===== src/hcfp_pkg.sv =====
// Shared constants and types for the hand command frame parser.
package hcfp_pkg;

    localparam int DEF_MAX_PAYLOAD = 32;
    localparam int QUEUE_DEPTH     = 4;
    localparam int GROUP_BYTES     = 4;

    localparam logic [7:0] HEADER_BYTE     = 8'd36;
    localparam logic [7:0] END_BYTE        = 8'd33;
    localparam logic [7:0] POSITION_ACTION = 8'd3;
    localparam logic [3:0] MAX_RESULTS     = 4'd8;

    localparam logic [2:0] KIND_DRIVE = 3'd0;
    localparam logic [2:0] KIND_POS   = 3'd1;
    localparam logic [2:0] KIND_CW    = 3'd2;
    localparam logic [2:0] KIND_ACW   = 3'd3;
    localparam logic [2:0] KIND_NOP   = 3'd4;

    localparam logic [1:0] CFG_FINGER_LIMIT = 2'd0;
    localparam logic [1:0] CFG_WRIST_CW     = 2'd1;
    localparam logic [1:0] CFG_WRIST_ACW    = 2'd2;

    localparam logic [7:0] RST_FINGER_LIMIT = 8'd6;
    localparam logic [7:0] RST_WRIST_CW     = 8'd0;
    localparam logic [7:0] RST_WRIST_ACW    = 8'd1;

    typedef struct packed {
        logic [7:0] finger_limit;
        logic [7:0] wrist_cw_code;
        logic [7:0] wrist_acw_code;
    } hcfp_cfg_t;

    // commit = 0: store data at payload offset addr
    // commit = 1: emit data[3:0] groups from the stored payload
    typedef struct packed {
        logic       commit;
        logic [7:0] data;
        logic [7:0] addr;
    } hcfp_op_t;

endpackage


===== src/hcfp_front.sv =====
// Byte parser: frame sync, payload offsets and frame check, emits store/commit ops.
module hcfp_front import hcfp_pkg::*; #(
    parameter int MAX_PAYLOAD = DEF_MAX_PAYLOAD
) (
    input  logic       aclk,
    input  logic       aresetn,
    input  logic       s_valid,
    output logic       s_ready,
    input  logic [7:0] s_rx_byte,
    input  logic       q_full,
    output logic       q_push,
    output hcfp_op_t   q_op
);

    localparam logic [1:0] PH_HUNT = 2'd0;
    localparam logic [1:0] PH_LEN  = 2'd1;
    localparam logic [1:0] PH_DATA = 2'd2;
    localparam logic [1:0] PH_END  = 2'd3;
    localparam logic [7:0] MAX_LEN = 8'(MAX_PAYLOAD);

    logic [1:0] phase_reg, phase_next;
    logic [7:0] len_reg, len_next;
    logic [7:0] cnt_reg, cnt_next;
    logic [7:0] cnt_inc;
    logic [3:0] groups;

    assign s_ready = !q_full;
    assign cnt_inc = cnt_reg + 8'd1;
    assign groups  = (len_reg[7:2] > 6'(MAX_RESULTS)) ? MAX_RESULTS : len_reg[5:2];

    always_comb begin
        phase_next = phase_reg;
        len_next   = len_reg;
        cnt_next   = cnt_reg;
        q_push     = 1'b0;
        q_op       = '0;
        if (s_valid && s_ready) begin
            unique case (phase_reg)
                PH_HUNT: begin
                    if (s_rx_byte == HEADER_BYTE) begin
                        phase_next = PH_LEN;
                    end
                end
                PH_LEN: begin
                    len_next   = s_rx_byte;
                    cnt_next   = 8'd0;
                    phase_next = (s_rx_byte == 8'd0) ? PH_END : PH_DATA;
                end
                PH_DATA: begin
                    if (cnt_reg < MAX_LEN) begin
                        q_push      = 1'b1;
                        q_op.commit = 1'b0;
                        q_op.data   = s_rx_byte;
                        q_op.addr   = cnt_reg;
                    end
                    cnt_next = cnt_inc;
                    if (cnt_inc >= len_reg) begin
                        phase_next = PH_END;
                    end
                end
                PH_END: begin
                    phase_next = PH_HUNT;
                    if (s_rx_byte == END_BYTE && len_reg <= MAX_LEN && groups != 4'd0) begin
                        q_push      = 1'b1;
                        q_op.commit = 1'b1;
                        q_op.data   = {4'd0, groups};
                    end
                end
            endcase
        end
    end

    always_ff @(posedge aclk) begin
        if (!aresetn) begin
            phase_reg <= PH_HUNT;
            len_reg   <= 8'd0;
            cnt_reg   <= 8'd0;
        end else begin
            phase_reg <= phase_next;
            len_reg   <= len_next;
            cnt_reg   <= cnt_next;
        end
    end

endmodule


===== src/hcfp_fifo.sv =====
// Short op queue between parser and command engine.
module hcfp_fifo import hcfp_pkg::*; (
    input  logic     aclk,
    input  logic     aresetn,
    input  logic     push,
    input  hcfp_op_t push_op,
    output logic     full,
    input  logic     pop,
    output logic     pop_valid,
    output hcfp_op_t pop_op
);

    localparam int PW = $clog2(QUEUE_DEPTH);

    hcfp_op_t      entry_reg [QUEUE_DEPTH];
    logic [PW-1:0] wr_ptr_reg, rd_ptr_reg;
    logic [PW:0]   count_reg;
    logic          do_push, do_pop;

    assign full      = (count_reg == (PW+1)'(QUEUE_DEPTH));
    assign pop_valid = (count_reg != '0);
    assign pop_op    = entry_reg[rd_ptr_reg];
    assign do_push   = push && !full;
    assign do_pop    = pop && pop_valid;

    always_ff @(posedge aclk) begin
        if (do_push) begin
            entry_reg[wr_ptr_reg] <= push_op;
        end
    end

    always_ff @(posedge aclk) begin
        if (!aresetn) begin
            wr_ptr_reg <= '0;
            rd_ptr_reg <= '0;
            count_reg  <= '0;
        end else begin
            if (do_push) begin
                wr_ptr_reg <= wr_ptr_reg + PW'(1);
            end
            if (do_pop) begin
                rd_ptr_reg <= rd_ptr_reg + PW'(1);
            end
            count_reg <= count_reg + (PW+1)'(do_push) - (PW+1)'(do_pop);
        end
    end

endmodule


===== src/hcfp_back.sv =====
// Command engine: payload memory, group readout, decode and output register.
module hcfp_back import hcfp_pkg::*; #(
    parameter int MAX_PAYLOAD = DEF_MAX_PAYLOAD
) (
    input  logic        aclk,
    input  logic        aresetn,
    input  hcfp_cfg_t   cfg,
    input  logic        op_valid,
    input  hcfp_op_t    op,
    output logic        op_ready,
    output logic        m_valid,
    input  logic        m_ready,
    output logic [7:0]  m_target_id,
    output logic [2:0]  m_command_kind,
    output logic [7:0]  m_direction,
    output logic [15:0] m_command_value,
    output logic        m_last_command
);

    localparam int ROWS = (MAX_PAYLOAD + GROUP_BYTES - 1) / GROUP_BYTES;
    localparam int RW   = (ROWS > 1) ? $clog2(ROWS) : 1;

    localparam logic [1:0] ST_IDLE = 2'd0;
    localparam logic [1:0] ST_READ = 2'd1;
    localparam logic [1:0] ST_LOAD = 2'd2;

    logic [7:0]    mem_lane [GROUP_BYTES][ROWS];
    logic [7:0]    rdata_reg [GROUP_BYTES];

    logic [1:0]    st_reg, st_next;
    logic [3:0]    grp_reg, grp_next;
    logic [3:0]    total_reg, total_next;
    logic          m_valid_reg, m_valid_next;
    logic          out_free, load, last, wr_en;
    logic [RW-1:0] wr_row, rd_row;
    logic [1:0]    wr_lane;
    logic [2:0]    kind;
    logic [7:0]    id_reg, act_reg;
    logic [15:0]   val_reg;
    logic          last_reg;

    assign op_ready = (st_reg == ST_IDLE);
    assign wr_en    = op_valid && op_ready && !op.commit;
    assign wr_lane  = op.addr[1:0];
    assign wr_row   = RW'(op.addr[7:2]);
    assign rd_row   = RW'(grp_reg);
    assign out_free = !m_valid_reg || m_ready;
    assign last     = (grp_reg + 4'd1 == total_reg);

    always_ff @(posedge aclk) begin
        if (wr_en) begin
            mem_lane[wr_lane][wr_row] <= op.data;
        end
        for (int l = 0; l < GROUP_BYTES; l++) begin
            rdata_reg[l] <= mem_lane[l][rd_row];
        end
    end

    always_comb begin
        priority if (rdata_reg[0] < cfg.finger_limit) begin
            kind = (rdata_reg[1] == POSITION_ACTION) ? KIND_POS : KIND_DRIVE;
        end else if (rdata_reg[1] == cfg.wrist_cw_code) begin
            kind = KIND_CW;
        end else if (rdata_reg[1] == cfg.wrist_acw_code) begin
            kind = KIND_ACW;
        end else begin
            kind = KIND_NOP;
        end
    end

    always_comb begin
        st_next    = st_reg;
        grp_next   = grp_reg;
        total_next = total_reg;
        load       = 1'b0;
        unique case (st_reg)
            ST_IDLE: begin
                if (op_valid && op.commit) begin
                    total_next = op.data[3:0];
                    grp_next   = 4'd0;
                    st_next    = ST_READ;
                end
            end
            ST_READ: begin
                st_next = ST_LOAD;
            end
            ST_LOAD: begin
                if (out_free) begin
                    load     = 1'b1;
                    grp_next = grp_reg + 4'd1;
                    st_next  = last ? ST_IDLE : ST_READ;
                end
            end
            default: begin
                st_next = ST_IDLE;
            end
        endcase
        m_valid_next = load ? 1'b1 : (m_ready ? 1'b0 : m_valid_reg);
    end

    always_ff @(posedge aclk) begin
        if (!aresetn) begin
            st_reg      <= ST_IDLE;
            grp_reg     <= 4'd0;
            total_reg   <= 4'd0;
            m_valid_reg <= 1'b0;
        end else begin
            st_reg      <= st_next;
            grp_reg     <= grp_next;
            total_reg   <= total_next;
            m_valid_reg <= m_valid_next;
        end
    end

    always_ff @(posedge aclk) begin
        if (load) begin
            id_reg   <= rdata_reg[0];
            act_reg  <= rdata_reg[1];
            val_reg  <= {rdata_reg[2], rdata_reg[3]};
            last_reg <= last;
        end
    end

    logic [2:0] kind_reg;
    always_ff @(posedge aclk) begin
        if (load) begin
            kind_reg <= kind;
        end
    end

    assign m_valid         = m_valid_reg;
    assign m_target_id     = id_reg;
    assign m_command_kind  = kind_reg;
    assign m_direction     = act_reg;
    assign m_command_value = val_reg;
    assign m_last_command  = last_reg;

    a_pop_only_idle: assert property (@(posedge aclk) disable iff (!aresetn)
        (op_valid && op_ready) |-> (st_reg == ST_IDLE))
        else $error("op taken while emitting");

    a_load_slot_free: assert property (@(posedge aclk) disable iff (!aresetn)
        load |-> (!m_valid_reg || m_ready))
        else $error("output overwritten");

    a_grp_in_range: assert property (@(posedge aclk) disable iff (!aresetn)
        (st_reg == ST_READ || st_reg == ST_LOAD) |-> (grp_reg < total_reg))
        else $error("group index past frame");

    a_last_ends_run: assert property (@(posedge aclk) disable iff (!aresetn)
        (load && last) |=> (st_reg == ST_IDLE))
        else $error("run continues after last command");

endmodule


===== src/hand_command_frame_parser_unit.sv =====
// Top level of the hand command frame parser: config registers, parser, queue, engine.
// One received byte is taken per cycle while the op queue has room; stored payload
// bytes drain into the payload memory at one per cycle while the engine is idle. After
// a valid end byte the frame's commands (up to eight) leave one at a time: a single-row
// read of the payload memory, then the output register, which holds while m_ready is
// low; the parser keeps taking bytes until the queue fills behind a running frame.
module hand_command_frame_parser_unit import hcfp_pkg::*; #(
    parameter int MAX_PAYLOAD = DEF_MAX_PAYLOAD
) (
    input  logic        aclk,
    input  logic        aresetn,
    input  logic        s_valid,
    output logic        s_ready,
    input  logic [7:0]  s_rx_byte,
    output logic        m_valid,
    input  logic        m_ready,
    output logic [7:0]  m_target_id,
    output logic [2:0]  m_command_kind,
    output logic [7:0]  m_direction,
    output logic [15:0] m_command_value,
    output logic        m_last_command,
    input  logic        cfg_valid,
    output logic        cfg_ready,
    input  logic [1:0]  cfg_index,
    input  logic [7:0]  cfg_data
);

    hcfp_cfg_t cfg_reg, cfg_next;
    hcfp_op_t  push_op, pop_op;
    logic      q_push, q_full, q_pop, q_valid;

    assign cfg_ready = 1'b1;

    always_comb begin
        cfg_next = cfg_reg;
        if (cfg_valid) begin
            unique case (cfg_index)
                CFG_FINGER_LIMIT: cfg_next.finger_limit   = cfg_data;
                CFG_WRIST_CW:     cfg_next.wrist_cw_code  = cfg_data;
                CFG_WRIST_ACW:    cfg_next.wrist_acw_code = cfg_data;
                default:          cfg_next = cfg_reg;
            endcase
        end
    end

    always_ff @(posedge aclk) begin
        if (!aresetn) begin
            cfg_reg.finger_limit   <= RST_FINGER_LIMIT;
            cfg_reg.wrist_cw_code  <= RST_WRIST_CW;
            cfg_reg.wrist_acw_code <= RST_WRIST_ACW;
        end else begin
            cfg_reg <= cfg_next;
        end
    end

    hcfp_front #(.MAX_PAYLOAD(MAX_PAYLOAD)) u_front (
        .aclk      (aclk),
        .aresetn   (aresetn),
        .s_valid   (s_valid),
        .s_ready   (s_ready),
        .s_rx_byte (s_rx_byte),
        .q_full    (q_full),
        .q_push    (q_push),
        .q_op      (push_op)
    );

    hcfp_fifo u_fifo (
        .aclk      (aclk),
        .aresetn   (aresetn),
        .push      (q_push),
        .push_op   (push_op),
        .full      (q_full),
        .pop       (q_pop),
        .pop_valid (q_valid),
        .pop_op    (pop_op)
    );

    hcfp_back #(.MAX_PAYLOAD(MAX_PAYLOAD)) u_back (
        .aclk            (aclk),
        .aresetn         (aresetn),
        .cfg             (cfg_reg),
        .op_valid        (q_valid),
        .op              (pop_op),
        .op_ready        (q_pop),
        .m_valid         (m_valid),
        .m_ready         (m_ready),
        .m_target_id     (m_target_id),
        .m_command_kind  (m_command_kind),
        .m_direction     (m_direction),
        .m_command_value (m_command_value),
        .m_last_command  (m_last_command)
    );

endmodule

===== config.mk =====
export PLATFORM = sky130hd
export DESIGN_NAME = hand_command_frame_parser_unit
export DESIGN_NICKNAME = d
export VERILOG_FILES = /design/src/hcfp_pkg.sv /design/src/hcfp_front.sv /design/src/hcfp_fifo.sv /design/src/hcfp_back.sv /design/src/hand_command_frame_parser_unit.sv
export SDC_FILE = /design/constraint.sdc
export NUM_CORES = 1
export LEC_CHECK = 0
export BUFFER_PORTS_ARGS = -buffer_cell sky130_fd_sc_hd__buf_2
export CAP_MARGIN = 20
export CORE_UTILIZATION = 60
export DETAILED_ROUTE_END_ITERATION = 8
export GPL_TIMING_DRIVEN = 0
export PLACE_DENSITY = 0.73
export SYNTH_ARGS = -nofsm -noshare
export SYNTH_HDL_FRONTEND = slang
export SYNTH_HIERARCHICAL = 1
export SYNTH_SLANG_ARGS = --single-unit

===== constraint.sdc =====
create_clock -name aclk -period 5.3 [get_ports aclk]
set_input_delay 0.795 -clock aclk [delete_from_list [all_inputs] [get_ports aclk]]
set_output_delay 0.795 -clock aclk [all_outputs]
set_load 0.005 [all_outputs]

# Word-level counts from Yosys, hierarchy flattened
# Memory sizes are Yosys's and may differ from the RTL's. A register that Yosys moved wholly into a read port is not among the register bits.
# Cells that the tools add are included.
# totals
regBits	80
latchBits	0
mem_bits_rw	356
romBits	0
out_inout_bits	39
memories	3
# classes
n_addsub	6
multipliers	0
div	0
order_cmp	8
eq_ne	18
shifts	0
mux	50
bitwise	2
n_reduce_logical	30
# memory_table
memory	depth	word_bits	read_ports	rd_ports_with_merged_regs	wr	line	text
u_back.mem_lane	4	64	4	0	1	hcfp_back.sv:27	logic [7:0] mem_lane [GROUP_BYTES][ROWS];
u_fifo.entry_reg	4	17	1	1	1	hcfp_fifo.sv:15	hcfp_op_t entry_reg [QUEUE_DEPTH];
u_back.rdata_reg	4	8	4	2	4	hcfp_back.sv:28	logic [7:0] rdata_reg [GROUP_BYTES];
# op_table
cell	n
$bmux 8 s3	4
$mux 8	10
$mux 64	1
$demux 8 s3	1
$pmux 9 s2	1
$mux 17	1
$eq 8x6->1 const B	2
$eq 8x8->1	2
$mux 16	1
$pmux 8 s2	1
$reduce_and 2->1	7
$mux 1	13
$mux 2	6
$mux 4	3
$mux 3	3
$mux 9	1
$add 8x1->8 const B	1
$eq 2x2->1 const B	4
$eq 8x2->1 const B	1
$ge 4x4->1 const B	2
$ge 8x8->1	1
$le 8x6->1 const B	1
$logic_and 1x1->1	8
$logic_not 8->1	1
25 further kinds	38

# Logic depth before layout (Yosys ltp)
# Gate-level depths: netlist of the first run.
# logic_depth
word_depth	10
mapped_depth	16

# Cells and area by module
# The synthesis of the first run kept the hierarchy.
# modules_own_cells
module	n_inst	cells_each	area_each_um2	seq_area_each_um2
hcfp_back	1	604	12612.1	9629.2
hcfp_fifo	1	138	2974.1	2222.1
hcfp_front	1	179	1382.6	360.3
hand_command_frame_parser_unit	1	94	945.9	480.5

# Worst setup path before layout of the first run
# OpenSTA, ideal clock, no wires.
# synth_timing
kind	in2reg
startpoint	in s_rx_byte[7]
endpoint	reg u_fifo.count_reg[2]
setup_time_ns	0.115
t_arrival_ns	3.536
required_ns	5.185
slack_ns	1.649
path_stages	15
path_buffers	1
cell_sequence	or4_4 -> nor4_2 -> o21a_1 -> o21ai_0 -> a21oi_1 -> nor2b_1 -> buf_2 -> inv_1 -> ha_1 -> inv_1 -> ha_1 -> fa_1 -> xnor2_1 -> xnor2_1 -> and2_1
# synth_via
elab_chain_cells	9
# synth_lines
element	line	text
start: declaration	hand_command_frame_parser_unit.sv:14	input logic [7:0] s_rx_byte,
$eq 8x6->1	hcfp_front.sv:63	if (s_rx_byte == END_BYTE && len_reg <= MAX_LEN && groups != 4'd0) begin
$logic_and 1x1->1 (2 in series)	hcfp_front.sv:63	
$mux 1	hcfp_front.sv:63	
$pmux 1 s2	hcfp_front.sv:38	unique case (phase_reg)
$mux 1	hcfp_front.sv:37	if (s_valid && s_ready) begin
net q_push	hand_command_frame_parser_unit.sv:30	logic q_push, q_full, q_pop, q_valid;
$logic_and 1x1->1	hcfp_fifo.sv:23	assign do_push = push && !full;
$add 3x1->3	hcfp_fifo.sv:44	count_reg <= count_reg + (PW+1)'(do_push) - (PW+1)'(do_pop);
$sub 3x1->3	hcfp_fifo.sv:44	
end signal: assignment	hcfp_fifo.sv:44	
end: declaration	hcfp_fifo.sv:17	logic [PW:0] count_reg;
# The timed path passes the listed nets, and every way through them passes these cells.
# A chain may end at the register's enable or synchronous reset.

# Worst setup path after layout of the first run
# Ends and elaborated chain as after synthesis.

==> impl_metrics.toml, run 1 <==
[cells_and_area]
final_cell_mix = "348 x edfxtp_1, 94 x dfxtp_1, 73 x nand2_1, 73 x buf_2, 65 x mux4_2"
antenna_cells = 0
layout.cells.most_common = "edfxtp_1"
drive_above_1_share_pct = 22.9
fin_area_mm2 = 0.0198
nets = 1156
largest_register_ffs = 256
area_growth_pct = 13.2

[cts]
numCtsBuffers = 44
cts_root_buf = "clkbuf_16"
cts_resized = 0
post-cts-setup-buffer-count = 0
tritoncts = "done"
htreeDepth = 2
cts_buffer_depth = 3
clock_latency_ns = 0.54
ctsHoldBuffers = 0
clk_pin_slew_ns = 0.06
clock_sinks = 442

[status]
status = "finished clean"

[floorplan]
die_h_um = 173
die_w_um = 173
io-pin-count = 62
initial_core_util_pct = 61.0
die_area_mm2 = 0.0298
core-area_mm2 = 0.0286
placement_rows = 62

[worst_setup_path]
path_cells = "buf_2 -> or4_4 -> nor4_2 -> o21a_1 -> o21ai_0 -> a21oi_1 -> nor2b_1 -> buf_2 -> inv_1 -> ha_1 -> inv_1 -> ha_1 -> fa_1 -> xnor2_1 -> xnor2_1 -> and2_1"
cpPeakStageDelay_ns = 0.55
worstSetupEndpointType = "flop"
slowest_stage = "or4_4"
crit_type = "in2reg"
start_kind = "primary input"
cp.required_ns = 5.74
cp.arrival_ns = 4.00
cp_max_fo = 7

[placed_design]
post_dp_cell_area_mm2 = 0.0183
io_buffers = 60
place_congestion = 0.848
post-dp-hpwl_um = 20500

[timing]
max_freq_ghz = 0.281
final_hold_viol_count = 0
finalSetupViolCount = 0
rsz0062_at_grt = "no"
drv_slew = 0
fin_skew_ns = 0.0238
final.min_clock_period_ns = 3.56
final.setup.tns_ns = 0
tightest_slew_ns = 0.989
post-route-period-util_pct = 67.2
slew_headroom_pct = 33.9

[global_routing]
grt_pass1_vias = 9054
grt_overflow = 0
grt_pass1_wl_um = 51100
grt_max_degree = 34
antenna_found_initial = 1
grt_usage_pct = 22.5

[route]
wirelength_um = 32500
wire_per_inst_um = 21.3
drc_errors = 0
drt-vias-per-instance = 5.77
dr.first_iter.drc_count = 695
ant_nets = 0
firstDrtPassIters = 5
route.vias.total = 8786

[power_and_ir_drop]
p_per_area_mw_per_mm2 = 440
p_total_mw = 8.70
ir_drop_mv = 0.261
p_leak_nw = 6.68

[logic_synthesis]
synth_fp_nets = 1048
synth_area_mm2 = 0.0175
yosysWarnings = 6
avgSynthCellArea_um2 = 17.5
synth_cells = 996

[run]
maxCapViolCount = 0

[min_path]
hp-class = "reg2reg"
==> routing by layer <==
metal / GRT usage, % / routed length [um] / up-vias
li1: - / - / 4044
met1: 30.3 / 13900 / 4442
met2: 38.3 / 16400 / 248
met3: 3.14 / 1570 / 52
met4: 7.03 / 696 / 0
met5: 0 / 0 / -
==> worst paths after layout <==
check                                            start  depth (start not counted)  slack [ns]                    endpoint
worst max-delay path                      s_rx_byte[7]                         16        1.74         u_fifo/count_reg[2]
worst min-delay path            u_back/rdata_reg[2][5]                          0        0.40  u_back/m_command_value[13]
worst max register to register    u_front/phase_reg[0]                         16        2.04         u_fifo/count_reg[2]
worst min register to register  u_back/rdata_reg[2][5]                          0        0.40  u_back/m_command_value[13]
==> layout make-up <==
class                      instances  area, um^2
clock inverter                    17         196
clock buffer                      65        1290
timing repair buffer              62         325
inverter                          26        97.6
sequential                       442       12300
buffer                            44         285
fill                            1838        8870
multi-input combinational        484        4750
tap                              384         480
==> stage by stage <==
step | instances | hold WS [ns] | setup slack (ns) | utilization (%)
6_report | 1524 | 0.402 | 1.74 | 69.0
5_1_grt | 1524 | 0.404 | 1.46 | 69.0
4_1_cts | 1524 | 0.401 | 1.73 | 69.0
3_3_place_gp | 1440 | 0.386 | 1.09 | 63.7
2_1_floorplan | 996 | 0.386 | 1.65 | -
3_5_place_dp | 1442 | 0.392 | 1.17 | 63.8
==> where the power goes <==
| group | leakage, nW | total [mW] | switching (mW) | internal [mW] |
|---|---|---|---|---|
| combinational | 2.09 | 1.22 | 0.722 | 0.502 |
| sequential | 3.86 | 4.36 | 0.103 | 4.25 |
| clock | 0.733 | 3.12 | 1.23 | 1.89 |
==> critical path: cells and delay by family <==
| kind | cells | cell delay [ns] |
|---|---|---|
| and+or+nand+nor | 4 | 1.16 |
| adders and majority gates | 3 | 0.85 |
| AOI/OAI and AO/OA | 3 | 0.54 |
| buffers and inverters | 4 | 0.39 |
| xor gates and xnor gates | 2 | 0.26 |
(Power assumes the default switching activity.)
==> inputs of run 2 (changes only) <==
--- a/config.mk
+++ b/config.mk
@@ -5,12 +5,13 @@
 export SDC_FILE = /design/constraint.sdc
 export NUM_CORES = 1
 export LEC_CHECK = 0
+export ABC_AREA = 1
 export BUFFER_PORTS_ARGS = -buffer_cell sky130_fd_sc_hd__buf_2
 export CAP_MARGIN = 20
-export CORE_UTILIZATION = 60
+export CORE_UTILIZATION = 56
 export DETAILED_ROUTE_END_ITERATION = 8
 export GPL_TIMING_DRIVEN = 0
-export PLACE_DENSITY = 0.73
+export PLACE_DENSITY = 0.72
 export SYNTH_ARGS = -nofsm -noshare
 export SYNTH_HDL_FRONTEND = slang
 export SYNTH_HIERARCHICAL = 1
==> constraint.sdc (replaced) <==
create_clock -name aclk -period 3.2 [get_ports aclk]
set_input_delay 0.48 -clock aclk [delete_from_list [all_inputs] [get_ports aclk]]
set_output_delay 0.48 -clock aclk [all_outputs]
set_load 0.005 [all_outputs]
==> run 2 against run 1 <==
Total power increased by 81%. Synthesized cell count up 55%. Setup slack worse by 1.5 ns. Sequential share of layout area shrank 2.4 points. Core utilization down 3.9 points. Largest power group unchanged. Non-clock buffer count rose by 28.
==> impl_metrics.toml, run 2 <==
[status]
status = "finished clean"

[timing]
post-route-period-util_pct = 91.0
final.setup.worst_slack_ns = 0.289
fin_skew_ns = 0.0167
final.min_clock_period_ns = 2.91
slew_headroom_pct = 32.5
finalSetupViolCount = 0
max_freq_ghz = 0.344
rsz0062_at_grt = "no"
tightest_slew_ns = 1.01
drv_slew = 0
final_hold_viol_count = 0

[global_routing]
grt_pass1_wl_um = 61500
grt_max_degree = 33
grt_overflow = 0
antenna_found_initial = 0
grt_pass1_vias = 11349
grt_usage_pct = 24.5

[placed_design]
io_buffers = 59
post-dp-hpwl_um = 26900
post-place-ws_ns = 0.00256
post_dp_cell_area_mm2 = 0.0191
place_congestion = 0.862

[cells_and_area]
area_growth_pct = 14.6
layout.cells.most_common = "edfxtp_1"
nets = 1711
fin_area_mm2 = 0.0205
largest_register_ffs = 256
fill_cells = 2343
drive_above_1_share_pct = 13.2
antenna_cells = 0
final_cell_mix = "348 x edfxtp_1, 279 x nand2_1, 215 x nor2_1"
register_area_mm2 = 0.0123
multi_input_area_mm2 = 0.00480

[cts]
numCtsBuffers = 44
clk_pin_slew_ns = 0.06
clock_latency_ns = 0.55
cts_root_buf = "clkbuf_16"
ctsHoldBuffers = 0
htreeDepth = 2
tritoncts = "done"
cts_buffer_depth = 3
clock_sinks = 442

[route]
wire_per_inst_um = 18.9
ant_nets = 0
dr.first_iter.drc_count = 993
wirelength_um = 39500
route.vias.total = 11698
firstDrtPassIters = 8
drc_errors = 0
drt-vias-per-instance = 5.58

[floorplan]
placement_rows = 65
die_w_um = 181
initial_core_util_pct = 56.8
die_area_mm2 = 0.0327
io-pin-count = 62
die_h_um = 181
core-area_mm2 = 0.0316

[power_and_ir_drop]
p_per_area_mw_per_mm2 = 767
p_leak_nw = 7.59
ir_drop_mv = 0.431

[logic_synthesis]
synth_fp_nets = 1593
yosysWarnings = 6
avgSynthCellArea_um2 = 11.6
synth_cells = 1541
synth_area_mm2 = 0.0179

[worst_setup_path]
cp.arrival_ns = 3.39
cp_max_fo = 10
start_kind = "flop"
crit_type = "reg2reg"
cp.required_ns = 3.68
worstSetupEndpointType = "flop"

[min_path]
hp-class = "in2reg"

[run]
maxCapViolCount = 0
[run 2: power breakdown]
part	switching, mW	internal (mW)
clock network	2.06	3.15
registers	0.145	7.10
logic	2.25	1.06
total	4.46	11.3
[run 2: final cells by class]
cell class	count	share of cell area, %
Clock inverter	18	1.07
Sequential cell	442	60.0
Clock buffer	63	6.16
Inverter	135	2.48
Tap cell	402	2.45
Timing Repair Buffer	72	2.53
Buffer	62	1.93
Multi-Input combinational cell	902	23.4
[run 2: per-layer routing]
metal  GRT usage, %  vias to the layer above  wire (um)  share of wire [%]
li1               -                     5552          -                  -
met1           31.8                     5597      16100                 41
met2           43.2                      481      20100                 51
met3           3.04                       68       2530                6.4
met4           7.22                        0        858                2.2
met5              0                        -          0                  0
[run 2: worst paths after layout]
path / from / endpoint / slack [ns] / depth (start not counted)
worst max-delay path: u_front/phase_reg[0] / u_fifo/count_reg[2] / 0.29 / 14
worst min-delay path: cfg_data[3] / cfg_reg[11] / 0.21 / 3
worst max register to register: u_front/phase_reg[0] / u_fifo/count_reg[2] / 0.29 / 14
worst min register to register: u_back/rdata_reg[2][3] / u_back/m_command_value[11] / 0.41 / 0
[run 2: per-stage QoR]
stage | hold slack [ns] | utilization (%) | power (mW) | cells | setup TNS, ns
global route | 0.220 | 65.1 | 16.4 | 2096 | 0
finish | 0.213 | 65.1 | 15.8 | 2096 | 0
CTS | 0.195 | 65.1 | 15.8 | 2096 | 0
global placement | 0.388 | 59.4 | 10.2 | 2002 | -130.05
floorplan | 0.386 | - | 9.20 | 1541 | 0
detailed placement | 0.389 | 60.4 | 10.7 | 2015 | 0
[run 2: repair_timing]
action                                  in CTS  in global routing
endpoints found under the setup margin      13                 16
resized for setup                            2                  2
buffers inserted                             0                  0
cloned                                       0                  0
[run 2: critical path: stages, from the launching register on]
cell     delay (ns)
dfxtp_1        0.32
inv_1          0.17
ha_1           0.25
nand4_1        0.16
inv_1          0.18
nand2_2        0.21
o21ai_2        0.18
nand2_1        0.19
ha_1           0.32
inv_1          0.03
ha_1           0.19
fa_1           0.40
nand3_1        0.09
nand2_1        0.05
nor2_1         0.09
==> inputs of run 3 (changes only) <==
--- a/config.mk
+++ b/config.mk
@@ -8,10 +8,10 @@
 export ABC_AREA = 1
 export BUFFER_PORTS_ARGS = -buffer_cell sky130_fd_sc_hd__buf_2
 export CAP_MARGIN = 20
-export CORE_UTILIZATION = 56
+export CORE_UTILIZATION = 45
 export DETAILED_ROUTE_END_ITERATION = 8
 export GPL_TIMING_DRIVEN = 0
-export PLACE_DENSITY = 0.72
+export PLACE_DENSITY = 0.59
 export SYNTH_ARGS = -nofsm -noshare
 export SYNTH_HDL_FRONTEND = slang
 export SYNTH_HIERARCHICAL = 1
==> run 3 against run 2 <==
Clock skew down 0.0025 ns. Die area up 24%. Combinational power barely moved.
==> impl_metrics.toml, run 3 (synthesis gave the netlist of run 2 again) <==
[timing]
drv_slew = 0
max_freq_ghz = 0.348
final_hold_viol_count = 0
slew_headroom_pct = 37.1
final.setup.tns_ns = 0
final.min_clock_period_ns = 2.87
post-route-period-util_pct = 89.7
fin_skew_ns = 0.0143
rsz0062_at_grt = "no"
finalSetupViolCount = 0
tightest_slew_ns = 0.941
hold_ws_ns = 0.189

[placed_design]
place_congestion = 0.816
post-dp-hpwl_um = 27900
io_buffers = 59

[floorplan]
die_area_mm2 = 0.0407
initial_core_util_pct = 46.0
die_w_um = 202
die_h_um = 202
core-area_mm2 = 0.0390
io-pin-count = 62
placement_rows = 72

[min_path]
hp-class = "in2reg"

[worst_setup_path]
cp.required_ns = 3.70
worstSetupEndpointType = "flop"
cp_max_fo = 10
start_kind = "flop"
crit_type = "reg2reg"
cp.arrival_ns = 3.37

[route]
wire_per_inst_um = 18.7
wl_met3_um = 2080
drt-vias-per-instance = 5.15
wl_met2_um = 20600
route.vias.total = 11402
firstDrtPassIters = 5
dr.first_iter.drc_count = 905
drc_errors = 0
ant_nets = 0
wirelength_um = 41500
wl_met1_um = 17800
top_layer_used = "met4"

[cts]
clock_latency_ns = 0.56
clk_pin_slew_ns = 0.06
clock_sinks = 442
cts_buffer_depth = 3
post-cts-setup-buffer-count = 0
ctsHoldBuffers = 0
numCtsBuffers = 46
htreeDepth = 2
cts_root_buf = "clkbuf_16"
cts_resized = 0
tritoncts = "done"

[global_routing]
grt_usage_pct = 20.8
grt_overflow = 0
grt_max_degree = 34
antenna_found_initial = 0
grt_pass1_wl_um = 64000
grt_pass1_vias = 11367

[power_and_ir_drop]
p_per_area_mw_per_mm2 = 762
ir_drop_mv = 0.594
p_leak_nw = 7.59

[cells_and_area]
largest_register_ffs = 256
area_growth_pct = 15.5
nets = 1712
final_cell_mix = "348 x edfxtp_1, 279 x nand2_1, 216 x nor2_1"
drive_above_1_share_pct = 13.2
layout.cells.most_common = "edfxtp_1"
antenna_cells = 0

[run]
maxCapViolCount = 0

[status]
status = "finished clean"
-- run 3: layout make-up --
class | instances | area, um^2
fill | 3279 | 18300
sequential | 442 | 12300
multi-input combinational | 902 | 4820
clock buffer | 70 | 1370
tap | 518 | 648
timing repair buffer | 71 | 522
inverter | 135 | 509
buffer | 62 | 397
clock inverter | 16 | 126
-- run 3: path summary, 6_finish.rpt --
check,depth (start not counted),to,slack [ns],startpoint
setup / recovery,14,u_fifo/count_reg[2],0.33,u_front/phase_reg[0]
hold / removal,3,cfg_reg[8],0.19,cfg_data[0]
setup reg to reg,14,u_fifo/count_reg[2],0.33,u_front/phase_reg[0]
hold reg to reg,0,u_back/m_command_value[13],0.40,u_back/rdata_reg[2][5]
-- run 3: through the flow --
step	total power, mW	util [%]	instance area [um^2]	setup WS (ns)	instances
floorplan	9.20	-	17900	0.444	1541
global placement	10.3	48.4	18900	-1.40	2118
detailed placement	10.7	49.3	19200	0.0598	2130
CTS	15.9	53.1	20700	0.0477	2216
global route	16.5	53.1	20700	0.102	2216
finish	15.8	53.1	20700	0.328	2216
-- run 3: worst max-delay path: stages, from the launching register on --
cell	delay, ns
dfxtp_1	0.32
inv_1	0.16
ha_1	0.26
nand4_1	0.16
inv_1	0.18
nand2_2	0.20
o21ai_2	0.16
nand2_1	0.18
ha_1	0.31
inv_1	0.04
ha_1	0.18
fa_1	0.41
nand3_1	0.09
nand2_1	0.05
nor2_1	0.09
-- run 3: routing by layer --
metal	track usage (%)	up-vias
li1	-	5557
met4	6.33	0
met3	3.50	66
met2	36.2	287
met5	0	-
met1	26.5	5492
-- run 3: power breakdown --
part	total (mW)	switching, mW	internal, mW
Clock	5.22	2.12	3.10
Sequential	7.24	0.147	7.10
Combinational	3.33	2.26	1.07
Total	15.8	4.53	11.3
